==> config.mk <==
export PLATFORM = sky130hd
export DESIGN_NAME = bhpv_front
export DESIGN_NICKNAME = d
export VERILOG_FILES = /design/src/bhpv_pkg.sv /design/src/bhpv_front.sv
export SDC_FILE = /design/constraint.sdc
export NUM_CORES = 1
export LEC_CHECK = 0
export ABC_AREA = 1
export BUFFER_PORTS_ARGS = -buffer_cell sky130_fd_sc_hd__buf_2
export CORE_MARGIN = 3
export CORE_UTILIZATION = 56
export CTS_CLUSTER_DIAMETER = 120
export DETAILED_ROUTE_END_ITERATION = 10
export MAX_ROUTING_LAYER = met4
export PLACE_DENSITY_LB_ADDON = 0.1
export SYNTH_ARGS = -nofsm -noshare
export SYNTH_HDL_FRONTEND = slang
export SYNTH_SLANG_ARGS = --single-unit
==> constraint.sdc <==
create_clock -name clk -period 5.7 [get_ports clk]
set_input_delay 0.285 -clock clk [delete_from_list [all_inputs] [get_ports clk]]
set_output_delay 0.285 -clock clk [all_outputs]
set_load 0.02 [all_outputs]
==> src/bhpv_pkg.sv <==
`timescale 1ns / 1ps
`default_nettype none
package bhpv_pkg;

  typedef enum logic [2:0] {
    ST_MATCH    = 3'd0,
    ST_MISMATCH = 3'd1,
    ST_EQUAL    = 3'd2,
    ST_ZERO     = 3'd3,
    ST_LIMIT    = 3'd4
  } status_t;

  // Classified job handed from the front part to the back part.
  typedef struct packed {
    logic [31:0] nonce_a;
    logic [31:0] nonce_b;
    logic        early;
    status_t     status;
  } job_t;

  typedef enum logic [2:0] {
    BK_IDLE,
    BK_LOAD,
    BK_ROUND,
    BK_FINAL,
    BK_OUT
  } back_state_t;

  localparam int unsigned ROUNDS   = 80;
  localparam int unsigned CFG_REGS = 4;

  localparam logic [63:0] IV [8] = '{
    64'h6a09e667f3bcc908, 64'hbb67ae8584caa73b, 64'h3c6ef372fe94f82b, 64'ha54ff53a5f1d36f1,
    64'h510e527fade682d1, 64'h9b05688c2b3e6c1f, 64'h1f83d9abfb41bd6b, 64'h5be0cd19137e2179
  };

  function automatic logic [63:0] round_k(input logic [6:0] idx);
    logic [63:0] k;
    case (idx)
      7'd0: k = 64'h428a2f98d728ae22; 7'd1: k = 64'h7137449123ef65cd;
      7'd2: k = 64'hb5c0fbcfec4d3b2f; 7'd3: k = 64'he9b5dba58189dbbc;
      7'd4: k = 64'h3956c25bf348b538; 7'd5: k = 64'h59f111f1b605d019;
      7'd6: k = 64'h923f82a4af194f9b; 7'd7: k = 64'hab1c5ed5da6d8118;
      7'd8: k = 64'hd807aa98a3030242; 7'd9: k = 64'h12835b0145706fbe;
      7'd10: k = 64'h243185be4ee4b28c; 7'd11: k = 64'h550c7dc3d5ffb4e2;
      7'd12: k = 64'h72be5d74f27b896f; 7'd13: k = 64'h80deb1fe3b1696b1;
      7'd14: k = 64'h9bdc06a725c71235; 7'd15: k = 64'hc19bf174cf692694;
      7'd16: k = 64'he49b69c19ef14ad2; 7'd17: k = 64'hefbe4786384f25e3;
      7'd18: k = 64'h0fc19dc68b8cd5b5; 7'd19: k = 64'h240ca1cc77ac9c65;
      7'd20: k = 64'h2de92c6f592b0275; 7'd21: k = 64'h4a7484aa6ea6e483;
      7'd22: k = 64'h5cb0a9dcbd41fbd4; 7'd23: k = 64'h76f988da831153b5;
      7'd24: k = 64'h983e5152ee66dfab; 7'd25: k = 64'ha831c66d2db43210;
      7'd26: k = 64'hb00327c898fb213f; 7'd27: k = 64'hbf597fc7beef0ee4;
      7'd28: k = 64'hc6e00bf33da88fc2; 7'd29: k = 64'hd5a79147930aa725;
      7'd30: k = 64'h06ca6351e003826f; 7'd31: k = 64'h142929670a0e6e70;
      7'd32: k = 64'h27b70a8546d22ffc; 7'd33: k = 64'h2e1b21385c26c926;
      7'd34: k = 64'h4d2c6dfc5ac42aed; 7'd35: k = 64'h53380d139d95b3df;
      7'd36: k = 64'h650a73548baf63de; 7'd37: k = 64'h766a0abb3c77b2a8;
      7'd38: k = 64'h81c2c92e47edaee6; 7'd39: k = 64'h92722c851482353b;
      7'd40: k = 64'ha2bfe8a14cf10364; 7'd41: k = 64'ha81a664bbc423001;
      7'd42: k = 64'hc24b8b70d0f89791; 7'd43: k = 64'hc76c51a30654be30;
      7'd44: k = 64'hd192e819d6ef5218; 7'd45: k = 64'hd69906245565a910;
      7'd46: k = 64'hf40e35855771202a; 7'd47: k = 64'h106aa07032bbd1b8;
      7'd48: k = 64'h19a4c116b8d2d0c8; 7'd49: k = 64'h1e376c085141ab53;
      7'd50: k = 64'h2748774cdf8eeb99; 7'd51: k = 64'h34b0bcb5e19b48a8;
      7'd52: k = 64'h391c0cb3c5c95a63; 7'd53: k = 64'h4ed8aa4ae3418acb;
      7'd54: k = 64'h5b9cca4f7763e373; 7'd55: k = 64'h682e6ff3d6b2b8a3;
      7'd56: k = 64'h748f82ee5defb2fc; 7'd57: k = 64'h78a5636f43172f60;
      7'd58: k = 64'h84c87814a1f0ab72; 7'd59: k = 64'h8cc702081a6439ec;
      7'd60: k = 64'h90befffa23631e28; 7'd61: k = 64'ha4506cebde82bde9;
      7'd62: k = 64'hbef9a3f7b2c67915; 7'd63: k = 64'hc67178f2e372532b;
      7'd64: k = 64'hca273eceea26619c; 7'd65: k = 64'hd186b8c721c0c207;
      7'd66: k = 64'heada7dd6cde0eb1e; 7'd67: k = 64'hf57d4f7fee6ed178;
      7'd68: k = 64'h06f067aa72176fba; 7'd69: k = 64'h0a637dc5a2c898a6;
      7'd70: k = 64'h113f9804bef90dae; 7'd71: k = 64'h1b710b35131c471b;
      7'd72: k = 64'h28db77f523047d84; 7'd73: k = 64'h32caab7b40c72493;
      7'd74: k = 64'h3c9ebe0a15c9bebc; 7'd75: k = 64'h431d67c49c100d4c;
      7'd76: k = 64'h4cc5d4becb3e42b6; 7'd77: k = 64'h597f299cfc657e2a;
      7'd78: k = 64'h5fcb6fab3ad6faec; 7'd79: k = 64'h6c44198c4a475817;
      default: k = 64'h0;
    endcase
    return k;
  endfunction

  function automatic logic [63:0] bswap64(input logic [63:0] x);
    logic [63:0] r;
    for (int i = 0; i < 8; i++) begin
      r[8*i +: 8] = x[8*(7-i) +: 8];
    end
    return r;
  endfunction

endpackage
`default_nettype wire

==> src/bhpv_front.sv <==
`timescale 1ns / 1ps
`default_nettype none
module bhpv_front
  import bhpv_pkg::*;
#(
  parameter logic [31:0] NONCE_LIMIT = 32'd67108864
) (
  input  wire logic        clk,
  input  wire logic        rst_n,
  input  wire logic        in_valid,
  output logic             in_ready,
  input  wire logic [31:0] nonce_a,
  input  wire logic [31:0] nonce_b,
  output logic             job_valid,
  input  wire logic        job_ready,
  output job_t             job
);

  // Two-entry queue between classification and hashing.
  job_t       q_r [2];
  logic       wp_r, rp_r;
  logic [1:0] cnt_r;
  job_t       cls;
  logic       push, pop;

  always_comb begin
    cls.nonce_a = nonce_a;
    cls.nonce_b = nonce_b;
    cls.early   = 1'b1;
    if (nonce_a == nonce_b) begin
      cls.status = ST_EQUAL;
    end else if (nonce_a == 32'd0 || nonce_b == 32'd0) begin
      cls.status = ST_ZERO;
    end else if (nonce_a > NONCE_LIMIT || nonce_b > NONCE_LIMIT) begin
      cls.status = ST_LIMIT;
    end else begin
      cls.status = ST_MATCH;
      cls.early  = 1'b0;
    end
  end

  assign in_ready  = (cnt_r != 2'd2);
  assign push      = in_valid && in_ready;
  assign job_valid = (cnt_r != 2'd0);
  assign pop       = job_valid && job_ready;
  assign job       = q_r[rp_r];

  always_ff @(posedge clk) begin
    if (push) begin
      q_r[wp_r] <= cls;
    end
    if (!rst_n) begin
      wp_r  <= 1'b0;
      rp_r  <= 1'b0;
      cnt_r <= 2'd0;
    end else begin
      if (push) wp_r <= ~wp_r;
      if (pop) rp_r <= ~rp_r;
      cnt_r <= cnt_r + {1'b0, push} - {1'b0, pop};
    end
  end

endmodule
`default_nettype wire

Word-level counts from Yosys, hierarchy flattened
Memory sizes are Yosys's and may differ from the RTL's. A register that Yosys moved wholly into a read port is not among the register bits. Cells that the tools add are included.

Bits in writable memories: 136. Logic and storage cells: 29. Input port bits: 68. Output and inout port bits: 70. Flip-flop bits (word level): 4. Memories: 1.

Equal/unequal tests: 2. Reductions and logical operators: 7. Muxes and demuxes: 10. Bitwise logic cells: 2. $add $sub $neg: 2. Magnitude comparators: 2.

Memory list: q_r (words 2, bits a word 68, rd ports 1, clocked after Yosys merged registers in 1, wr ports 1, RTL line bhpv_front.sv:20) `job_t q_r [2];`.

Operators with widths (count): $gt A32 B27 Y1 const B (2); $logic_not A32 Y1 (2); $eq A32 B32 Y1 (1); $mux W3 (3); $mux W1 (7); $add A2 B1 Y2 (1); $logic_and A1 B1 Y1 (2); $logic_or A1 B1 Y1 (2); $ne A2 B2 Y1 const B (1); $not A1 Y1 (2); $reduce_bool A2 Y1 (1); $sub A2 B1 Y2 (1).

Logic depth before layout (Yosys ltp)
Gate-level depths: netlist (run 1).

Depth in word-level cells: 5. Mapped depth: 10. Depth with buffers taken out: 10.

Worst setup path before layout (run 1)
OpenSTA, ideal clock, no wires.

Path type: reg2reg. Start: register cnt_r[0]. End: memory q_r[0][0] (netlist name), enable pin. Data required time: 5205 ps. Setup time: 495 ps. Arrival time: 3542 ps. Cell stages (with the launch flop): 5. Clock period less this slack: 4037 ps. Path buffers: 0. Slack: 1663 ps. Cell sequence: dfxtp_1 -> inv_1 -> nand2_1 -> nand2_1 -> nor2_1.

Cells in the longest elaborated chain, start to end: 4.

Ends and longest elaborated chain: start, declared (RTL line bhpv_front.sv:22) `logic [1:0] cnt_r;`; start signal, assigned (RTL line bhpv_front.sv:59) `cnt_r <= cnt_r + {1'b0, push} - {1'b0, pop};`; $ne A2 B2 Y1 (RTL line bhpv_front.sv:42) `assign in_ready = (cnt_r != 2'd2);`; named net in_ready (RTL line bhpv_front.sv:11) `output logic in_ready,`; $logic_and A1 B1 Y1 (RTL line bhpv_front.sv:43) `assign push = in_valid && in_ready;`; $mux W1 (RTL line bhpv_front.sv:49) `if (push) begin`; $mux W1 (implied by the code) (RTL line bhpv_front.sv:50) `q_r[wp_r] <= cls;`; end, declared (RTL line bhpv_front.sv:20).

The timed path passes the listed nets, and every way through them passes these cells.

Final worst setup path (run 1)
Start: register cnt_r[0]. End: memory q_r[1][20] (netlist name), enable pin.

Cells in the longest elaborated chain, start to end: 4.

Ends and longest elaborated chain (RTL line): $ne A2 B2 Y1 (bhpv_front.sv:42); $logic_and A1 B1 Y1 (bhpv_front.sv:43); $mux W1 (bhpv_front.sv:49); $mux W1 (implied by the code) (bhpv_front.sv:50).

No other way between the ends.

==> summary.md, run 1 <==
| Metric | Value |
|---|---|
| Outcome | `completed` |
| Primary FF master, synth | `edfxtp_1` |
| Gpl congestion | `0.826` |
| H-tree depth | `4` |
| Util after Layout | `0.713` |
| Max Cap Viol | `0` |
| Register bit total from synthesis | `141` |
| Clk sink count | `141` |
| Hold depth | `1` |
| Critical Path Start | `cnt_r[0]$_SDFF_PN0_` |
| Post-synth EDFFs | `136` |
| Most instantiated cells after synthesis | `136 x edfxtp_1, 120 x nand2_1, 72 x nor2_1` |
| Min Hold Slack | `105 ps` |
| Vias in the first global route | `4197` |
| Most instantiated library cell after synthesis | `edfxtp_1` |
| Startpoint Class | `flop` |
| Crit. End Element | `flop` |
| Power per cell area | `429 nW/um^2` |
| Final period utilization | `0.425` |
| Worst-margin pin slew | `1030 ps` |
| Port Buf Inserts | `137` |
| DP HPWL | `8930 um` |
| Layout cell share with drive strength beyond 1 | `0.369` |
| Nets | `739` |
| Fmax | `0.413 GHz` |
| CP Data Arrival Time | `2470 ps` |
| Post-CTS setup buffer count | `0` |
| Synthesized instance count | `519` |
| Clk Latency, worst-skew pair | `410 ps` |
| Internal reg-to-reg setup slack | `3280 ps` |
| Unique masters post-synth | `22` |
| DR vias | `4159` |
| Worst reg2reg path depth | `5` |
| Worst Skew | `8.84 ps` |
| Detail-routed via count per cell | `5.07` |
| Syn. warnings | `0` |
| Asr flop ratio synth | `0` |
| Finished Cell Area | `7870 um^2` |
| Final Hold Viols | `0` |
| Drc violations | `0` |
| CTS Buffer Depth | `2` |
| Leak | `3.30 nW` |
| Total gr overflow | `0` |
| Drt first pass iters | `4` |
| TritonCTS clock tree | `built` |
| DIE AREA | `12800 um^2` |
| Register area share after synthesis | `0.652` |
| Row Count | `38` |
| TNS Setup | `0 ps` |
| Hold wc startpoint | `nonce_b[6]` |
| Post-CTS Hold Buffers | `0` |
| Syn Area/Cell | `12.4 um^2` |
| Resized Gates After CTS | `0` |
| First-iteration detailed-routing DRC count | `228` |
| Cell area after synthesis | `6420 um^2` |
| Worst Hold End | `q_r[0][10]$_DFFE_PP_` |
| First-pass GRT wire length | `20500 um` |
| Top-area cell type share of the netlist area | `0.636` |
| CP Class | `flop to flop` |
| Post-Synthesis Net Count | `589` |
| Reg2reg end | `q_r[1][20]$_DFFE_PP_` |
| Tmin final | `2420 ps` |
| Critical Path RT | `5750 ps` |
| Final setup viols | `0` |
| Tot GR Track Use | `0.214` |
| Antenna-violating nets left | `0` |
| RSZ-0062 raised after global routing | `no` |
| Rel. slew slack | `0.310` |
| Initial antenna violation count | `0` |
| # IOs | `138` |
| Reg2reg start | `cnt_r[0]$_SDFF_PN0_` |
| Area grow syn2layout | `22.6%` |
| Root buf cell | `clkbuf_16` |
| N_diodes | `0` |
| Wire per inst | `15.7 um` |
| Yosys top cell by area | `edfxtp_1` |
| Starting density of the core | `0.582` |
| Die X | `113 um` |
| Clock Pin Slew Worst Setup and Hold Paths | `60 ps` |
| CTS Buf Count | `17` |
| Max Slew Vio Count | `0` |
| Die H | `113 um` |
| Worst min path class | `primary input to flop` |
| Post-DP Area | `7250 um^2` |
| Core area | `11000 um^2` |
| Largest net degree at the start of global routing | `69` |
| Peak VDD IR | `0.412 mV` |
| Synth top area cells | `edfxtp_1 64%, mux2_2 8.4%, nand2_1 7.0%` |
| Crit-path max FO | `35` |
| Post-detailed-routing wire length | `12900 um` |
-- logic make-up (layout without fill, tap and decap cells) --
| kind of cell | count (synthesis) | count (layout) | share of synthesized area |
|---|---|---|---|
| multiplexers | 68 | 68 | 0.131 |
| adder cells (fa/ha/maj) | 2 | 2 | 0.00390 |
| buffers and inverters | 68 | 230 | 0.0452 |
| AND/OR/NAND/NOR | 205 | 205 | 0.124 |
| AO/OA/AOI/OAI | 8 | 8 | 0.00721 |
| flip-flops | 141 | 141 | 0.652 |
| XOR/XNOR | 27 | 27 | 0.0368 |
-- worst max-delay path by stage --
stage | end | slack (ps) | depth (start not counted)
finish | q_r[1][20]$_DFFE_PP_ | 3280 | 5
global route | q_r[1][17]$_DFFE_PP_ | 3060 | 5
CTS | q_r[1][17]$_DFFE_PP_ | 3210 | 5
detailed placement | q_r[1][49]$_DFFE_PP_ | 3220 | 5
global placement | q_r[1][16]$_DFFE_PP_ | 3310 | 5
floorplan | q_r[0][0]$_DFFE_PP_ | 1660 | 4
-- through the flow --
step                worst slack, ps  std cells  power (mW)
floorplan                      1660        519        2.01
global route                   3060        821        3.53
CTS                            3210        821        3.41
detailed placement             3220        790        2.27
finish                         3280        821        3.38
global placement               3310        790        2.24
-- layout make-up --
class	instances	area, um^2
flip-flops and latches	141	4190
fillers	757	3160
multi-input cells	310	1960
repair buffers	139	701
clock buffers	17	425
inverters	60	225
clock inverters	14	194
well taps	140	175
-- power by group --
| part | total, mW | leakage, nW | internal, mW | switching, mW |
|---|---|---|---|---|
| clock | 1.14 | 0.299 | 0.731 | 0.409 |
| sequential | 1.42 | 1.30 | 1.32 | 0.101 |
| combinational | 0.814 | 1.69 | 0.342 | 0.473 |
-- per-layer routing --
metal  GRT usage  wire length, um
met1       0.265             5420
met2       0.348             6510
met3      0.0540              840
met4      0.0697              142
met5           -                0
-- critical path: stages (launching register included) --
cell and delay [ps]:
dfxtp_1 350, inv_1 50, nand2_1 70, nand2_1 180, nor2_4 820, buf_4 560
-- state kept, by name, indices dropped and copies added (netlist names), named ones only --
signal and count:
cnt_r 2, rp_r 1, q_r 136, wp_r 1
-- cells in the final DEF (no fill, tap or decap), types with 3 or more instances in the layout --
cell	netlist	final
buf_2	4	137
a21oi_1	4	4
dfxtp_1	5	4
nand3_1	6	6
nor2_1	72	70
nor2_2	4	4
clkinv_2	0	3
mux2_2	48	48
nand2_1	120	120
xor2_1	10	10
inv_2	4	4
clkinv_4	0	3
edfxtp_1	136	136
clkbuf_16	0	17
mux2_4	20	20
xnor2_1	17	17
bufinv_16	0	4
inv_1	55	55
Note: power is estimated with default switching activity, not from simulation.
==> inputs of run 2 (changes only) <==
--- a/config.mk
+++ b/config.mk
@@ -8,7 +8,7 @@
 export ABC_AREA = 1
 export BUFFER_PORTS_ARGS = -buffer_cell sky130_fd_sc_hd__buf_2
 export CORE_MARGIN = 3
-export CORE_UTILIZATION = 56
+export CORE_UTILIZATION = 55
 export CTS_CLUSTER_DIAMETER = 120
 export DETAILED_ROUTE_END_ITERATION = 10
 export MAX_ROUTING_LAYER = met4
==> constraint.sdc (replaced) <==
create_clock -name clk -period 2.4 [get_ports clk]
set_input_delay 0.12 -clock clk [delete_from_list [all_inputs] [get_ports clk]]
set_output_delay 0.12 -clock clk [all_outputs]
set_load 0.02 [all_outputs]
==> run 2 against run 1 <==
Net effect:
- global-route usage grew 2.5 points
- largest power group unchanged
- core utilization grew 5.7 points
- sequential share of layout area shrank 4.4 points
- worst hold slack lost 38 ps
- highest routed layer unchanged
- die area grew 1.7%
==> summary.md, run 2 (synthesis gave the netlist of run 1 again) <==
| Metric | Value |
|---|---|
| Outcome | `completed` |
| Internal reg-to-reg setup slack | `590 ps (-2690 ps)` |
| Initial antenna violation count | `0 (unchanged)` |
| Worst reg2reg path depth | `9 (+4)` |
| CP Class | `flop to output pin` |
| H-tree depth | `4 (unchanged)` |
| Antenna-violating nets left | `0 (unchanged)` |
| Commonest non-fill, non-tap cell in the layout | `buf_2` |
| Hold depth | `4 (+3)` |
| DIE AREA | `13000 um^2 (+1.7%)` |
| Worst-margin pin slew | `634 ps (-401 ps)` |
| Starting density of the core | `0.577 (-0.00497)` |
| Nets | `809 (+9.5%)` |
| Root buf cell | `clkbuf_16` |
| First-pass GRT wire length | `22900 um (+12%)` |
| Vias in the first global route | `4629 (+10%)` |
| CP Data Arrival Time | `1890 ps (-580 ps)` |
| Crit-path max FO | `28 (-20%)` |
| Largest net degree at the start of global routing | `46 (-33%)` |
| Crit. End Element | `output pin` |
| Util after Layout | `0.770 (+0.0572)` |
| Power per cell area | `947 nW/um^2 (+120%)` |
| Fmax | `0.497 GHz` |
| Startpoint Class | `flop` |
| Final period utilization | `0.838` |
| Fin cells | `892 (+8.6%)` |
| Die X | `114 um (+0.86%)` |
| TritonCTS clock tree | `built` |
| Critical Path RT | `2280 ps (-3470 ps)` |
| DR vias | `4462 (+7.3%)` |
| Rel. slew slack | `0.577 (+0.267)` |
| N_diodes | `0 (unchanged)` |
| Max reg flops | `136 (unchanged)` |
| Drt first pass iters | `4 (unchanged)` |
| Post-detailed-routing wire length | `14600 um (+13%)` |
| Commonest cells after routing, fill and taps aside | `137 x buf_2, 136 x edfxtp_1, 120 x nand2_1` |
| Reg2reg end | `cnt_r[1]$_SDFF_PN0_` |
| Area grow syn2layout | `33.6%` |
| Layout cell share with drive strength beyond 1 | `0.338 (-0.0308)` |
| RSZ-0062 raised after global routing | `no` |
| Detail-routed via count per cell | `5.00 (-1.3%)` |
| Die H | `114 um (+0.86%)` |
| Min Hold Slack | `67.8 ps (-37.5 ps)` |
| Port Buf Inserts | `137 (unchanged)` |
| Clock Pin Slew Worst Setup and Hold Paths | `50 ps (about the same)` |
| Reg2reg start | `cnt_r[1]$_SDFF_PN0_` |
| CTS Buf Count | `17 (unchanged)` |
| # IOs | `138 (unchanged)` |
| Clk sink count | `141 (unchanged)` |
| Place WS | `592 ps (-2630 ps)` |
| Tot GR Track Use | `0.239 (+0.0251)` |
| DP HPWL | `9360 um (+4.7%)` |
| Wire per inst | `16.3 um (+3.8%)` |
| Fillcell total | `697 (-7.9%)` |
| Final Hold Viols | `0 (unchanged)` |
| CTS Buffer Depth | `2 (unchanged)` |
| Resized Gates After CTS | `0 (unchanged)` |
| First-iteration detailed-routing DRC count | `220 (-3.5%)` |
| Biggest regs | `q_r x136, cnt_r x2` |
| Final setup viols | `0 (unchanged)` |
| Tot Pwr | `8.11 mW (+140%)` |
| Finished Cell Area | `8570 um^2 (+9.0%)` |
| Max Slew Vio Count | `0 (unchanged)` |
| Post-DP Area | `7320 um^2 (+1.0%)` |
| Clk Latency, worst-skew pair | `410 ps (about the same)` |
| Peak VDD IR | `0.773 mV (+88%)` |
| Post-CTS setup buffer count | `0 (unchanged)` |
| Core area | `11100 um^2 (+0.86%)` |
| Row Count | `38 (unchanged)` |
| Total gr overflow | `0 (unchanged)` |
| Tmin final | `2010 ps` |
| Most flops, register | `q_r` |
| TNS Setup | `0 ps (unchanged)` |
| Worst min path class | `primary input to flop` |
| Fin worst setup slack | `390 ps (-2890 ps)` |
| Leak | `3.59 nW (+8.8%)` |
| DP Cell Count | `795 (+0.63%)` |
| Crit path capture | `job[21]` |
| Max Cap Viol | `0 (unchanged)` |
| Gpl congestion | `0.799 (-3.3%)` |
| Drc violations | `0 (unchanged)` |
| Worst Skew | `8.53 ps (-0.311 ps)` |
run 2: cell count changes in the layout (fill, tap and decap cells not counted):
cell           change
inv_6              -1
clkinv_4           +1
bufinv_16          -1
clkinv_1           +3
buf_12             +3
dlygate4sd3_1     +65
clkinvlp_4         +1
clkinv_2           -2
buf_4              +2
run 2: worst min-delay path by stage:
stage	startpoint	end	slack (ps)
global placement	rst_n	cnt_r[0]$_SDFF_PN0_	350
detailed placement	nonce_a[28]	q_r[0][64]$_DFFE_PP_	360
finish	job_ready	rp_r$_SDFFE_PN0P_	70
floorplan	rst_n	cnt_r[0]$_SDFF_PN0_	210
CTS	job_ready	rp_r$_SDFFE_PN0P_	60
global route	job_ready	rp_r$_SDFFE_PN0P_	90
run 2: area by class of cell:
cell class | instances | area, um^2 | share of cell area
tap | 140 | 175 | 0.0204
multi-input combinational | 310 | 1960 | 0.228
timing repair buffer | 209 | 1430 | 0.166
sequential | 141 | 4190 | 0.489
clock inverter | 15 | 173 | 0.0201
clock buffer | 17 | 425 | 0.0496
inverter | 60 | 225 | 0.0263
run 2: worst max-delay path, stage by stage, from the launching register on:
cell and delay (ps):
dfxtp_4 620, buf_4 320, mux2_2 360, buf_2 160
run 2: metal layers:
metal / wire length (um) / share of wire / up-vias / global-route usage
li1: - / - / 2190 / -
met1: 6280 / 0.43 / 2122 / 0.289
met2: 7390 / 0.51 / 133 / 0.394
met3: 714 / 0.049 / 17 / 0.0647
met4: 182 / 0.012 / 0 / 0.0760
met5: 0 / 0 / - / -
run 2: power breakdown:
| group | switching [mW] | internal (mW) | total (mW) | leakage, nW |
|---|---|---|---|---|
| Sequential | 0.159 | 3.14 | 3.30 | 1.30 |
| Combinational | 1.26 | 0.925 | 2.19 | 2.00 |
| Clock | 1.00 | 1.63 | 2.63 | 0.282 |
| Total | 2.42 | 5.69 | 8.11 | 3.59 |
run 2: repair_timing:
action,4_1_cts,5_1_grt
hold buffers,65,0
endpoints found under the setup margin,0,0
hold endpoints to repair,132,0
==> inputs of run 3 (changes only) <==
==> constraint.sdc (replaced) <==
create_clock -name clk -period 1.95 [get_ports clk]
set_input_delay 0.0975 -clock clk [delete_from_list [all_inputs] [get_ports clk]]
set_output_delay 0.0975 -clock clk [all_outputs]
set_load 0.02 [all_outputs]
==> run 3 against run 2 <==
Net effect:
- sequential share of layout area is 0.17 points lower
- clock skew increased by 2.5 ps
- sequential power increased by 21%
- first-iteration DRC count rose by 21%
- cell area increased by 0.38%
- clock power up 25%
- non-clock buffer count shrank 2
- largest cell class unchanged
==> summary.md, run 3 (synthesis gave the netlist of run 1 again) <==
| Metric | Value |
|---|---|
| Outcome | `completed` |
| DP HPWL | `8920 um (-4.7%)` |
| TritonCTS clock tree | `built` |
| Worst-margin pin slew | `404 ps (-230 ps)` |
| Worst Skew | `11.1 ps (+2.54 ps)` |
| DR vias | `4378 (-1.9%)` |
| Port Buf Inserts | `137 (unchanged)` |
| DIE AREA | `13000 um^2 (unchanged)` |
| Antenna-violating nets left | `0 (unchanged)` |
| Rel. slew slack | `0.731 (+0.153)` |
| Critical path's slowest cell | `dfxtp_1` |
| Largest net degree at the start of global routing | `69 (+50%)` |
| First-iteration detailed-routing DRC count | `266 (+21%)` |
| Place WS | `161 ps (-431 ps)` |
| Vias in the first global route | `4594 (-0.76%)` |
| Crit path buf inv count | `2 (unchanged)` |
| Initial antenna violation count | `0 (unchanged)` |
| CTS Buffer Depth | `2 (unchanged)` |
| Drt first pass iters | `5 (+1)` |
| Most flops, register | `q_r` |
| Crit path capture | `cnt_r[1]$_SDFF_PN0_` |
| # IOs | `138 (unchanged)` |
| RSZ-0062 raised after global routing | `no` |
| First-pass GRT wire length | `22600 um (-1.1%)` |
| Root buf cell | `clkbuf_16` |
| Critical Path Start | `cnt_r[1]$_SDFF_PN0_` |
| Gpl congestion | `0.823 (+3.1%)` |
| Drc violations | `0 (unchanged)` |
| Fin worst setup slack | `156 ps (-234 ps)` |
| Crit-path max cell delay | `350 ps (-270 ps)` |
| Detail-routed via count per cell | `4.92 (-1.7%)` |
| Crit-path max FO | `4 (-86%)` |
| CP Data Arrival Time | `2090 ps (+200 ps)` |
| H-tree depth | `4 (unchanged)` |
| Min Hold Slack | `20.3 ps (-47.5 ps)` |
| Core area | `11100 um^2 (unchanged)` |
| Tot GR Track Use | `0.233 (-0.00668)` |
| Tmin final | `1790 ps` |
| CP Cell Sequence | `or2_2 > nand2_1 > inv_1 > ha_1 > inv_1 > ha_1 > xor2_1 > o21ai_0 > a21oi_1` |
| Crit. End Element | `flop` |
| Internal reg-to-reg setup slack | `160 ps (-430 ps)` |
| Nets | `807 (-0.25%)` |
| Total gr overflow | `0 (unchanged)` |
| Critical path's top delay family | `adder cells` |
| Commonest non-fill, non-tap cell in the layout | `buf_2` |
| Row Count | `38 (unchanged)` |
| Critical Path RT | `2240 ps (-40 ps)` |
| Post-detailed-routing wire length | `13700 um (-5.8%)` |
| Die X | `114 um (unchanged)` |
| Critical Path Stages | `9 (+6)` |
| Commonest cells after routing, fill and taps aside | `137 x buf_2, 136 x edfxtp_1, 118 x nand2_1` |
| Reg2reg end | `cnt_r[1]$_SDFF_PN0_` |
| Max reg flops | `136 (unchanged)` |
| CTS Buf Count | `17 (unchanged)` |
| Max Slew Vio Count | `0 (unchanged)` |
| Final period utilization | `0.920` |
| Worst reg2reg path depth | `9 (unchanged)` |
| Biggest regs | `q_r x136, cnt_r x2` |
| Wire per inst | `15.4 um (-5.6%)` |
| N_diodes | `0 (unchanged)` |
| Starting density of the core | `0.577 (unchanged)` |
| Final setup viols | `0 (unchanged)` |
| Clk sink count | `141 (unchanged)` |
| Area grow syn2layout | `34.1%` |
| Clk Latency, worst-skew pair | `410 ps (about the same)` |
| Layout cell share with drive strength beyond 1 | `0.339 (+0.000901)` |
| Startpoint Class | `flop` |
| Post-CTS setup buffer count | `0 (unchanged)` |
| CP Class | `flop to flop` |
| Peak VDD IR | `0.977 mV (+26%)` |
| Leak | `3.60 nW (+0.40%)` |
| Max Cap Viol | `0 (unchanged)` |
| Clock Pin Slew Worst Setup and Hold Paths | `60 ps (about the same)` |
| Reg2reg start | `cnt_r[1]$_SDFF_PN0_` |
| Fillcell total | `718 (+3.0%)` |
| Final Hold Viols | `0 (unchanged)` |
| Tot Pwr | `10.1 mW (+24%)` |
| Die H | `114 um (unchanged)` |
| Worst min path class | `primary input to flop` |
| Power per cell area | `1170 nW/um^2 (+23%)` |
| Fmax | `0.558 GHz` |
-- run 3: cell count changes in the layout (fill, tap and decap cells not counted), moves of 2 or more --
cell / change
clkinv_4: -2
clkinvlp_4: -2
buf_4: -4
nand2_1: -2
clkinv_2: +2
nand2_4: +2
buf_12: +2
-- run 3: worst min path at each step --
stage | startpoint | to | slack, ps | depth (start not counted)
after global routing | in_valid | wp_r$_SDFFE_PN0P_ | 30 | 3
after floorplan | rst_n | cnt_r[0]$_SDFF_PN0_ | 190 | 2
final | in_valid | wp_r$_SDFFE_PN0P_ | 20 | 3
after CTS | in_valid | wp_r$_SDFFE_PN0P_ | 4 | 3
after detailed placement | nonce_a[28] | q_r[0][64]$_DFFE_PP_ | 330 | 1
after global placement | nonce_a[17] | q_r[0][53]$_DFFE_PP_ | 330 | 1
-- run 3: power breakdown --
part	internal (mW)	leakage [nW]	switching (mW)
clock network	2.12	0.294	1.18
registers	3.86	1.30	0.130
logic	1.17	2.00	1.60
-- run 3: final cells by class --
type / instances / area, um^2 / area share
clock buffer: 18 / 429 / 0.0499
clock inverter: 14 / 175 / 0.0204
inverter: 60 / 225 / 0.0262
tap: 140 / 175 / 0.0204
multi-input combinational: 310 / 1970 / 0.229
timing repair buffer: 207 / 1440 / 0.167
sequential: 141 / 4190 / 0.487
-- run 3: routing by layer --
metal | track usage | routed length [um]
met2 | 0.393 | 7150
met1 | 0.282 | 5880
met5 | - | 0
met4 | 0.0736 | 74
met3 | 0.0488 | 608
-- run 3: through the flow --
step / instances / utilization / area (um^2) / TNS, ps
floorplan: 519 / - / 6450 / -2760
detailed placement: 793 / 0.660 / 7350 / 0
global placement: 793 / 0.660 / 7350 / 0
finish: 890 / 0.773 / 8600 / 0
global route: 890 / 0.773 / 8600 / 0
CTS: 890 / 0.773 / 8600 / 0
-- run 3: worst min-delay path, delay by kind of cell --
family / cells / cell delay [ps]
buffers and inverters: 1 / 110
and+or+nand+nor: 1 / 100
AOI/OAI and AO/OA: 1 / 70
-- run 3: what timing repair did --
| item | in CTS | in global routing |
|---|---|---|
| hold endpoints to repair | 133 | 0 |
| resized for setup | 0 | 0 |
| hold buffers | 65 | 0 |
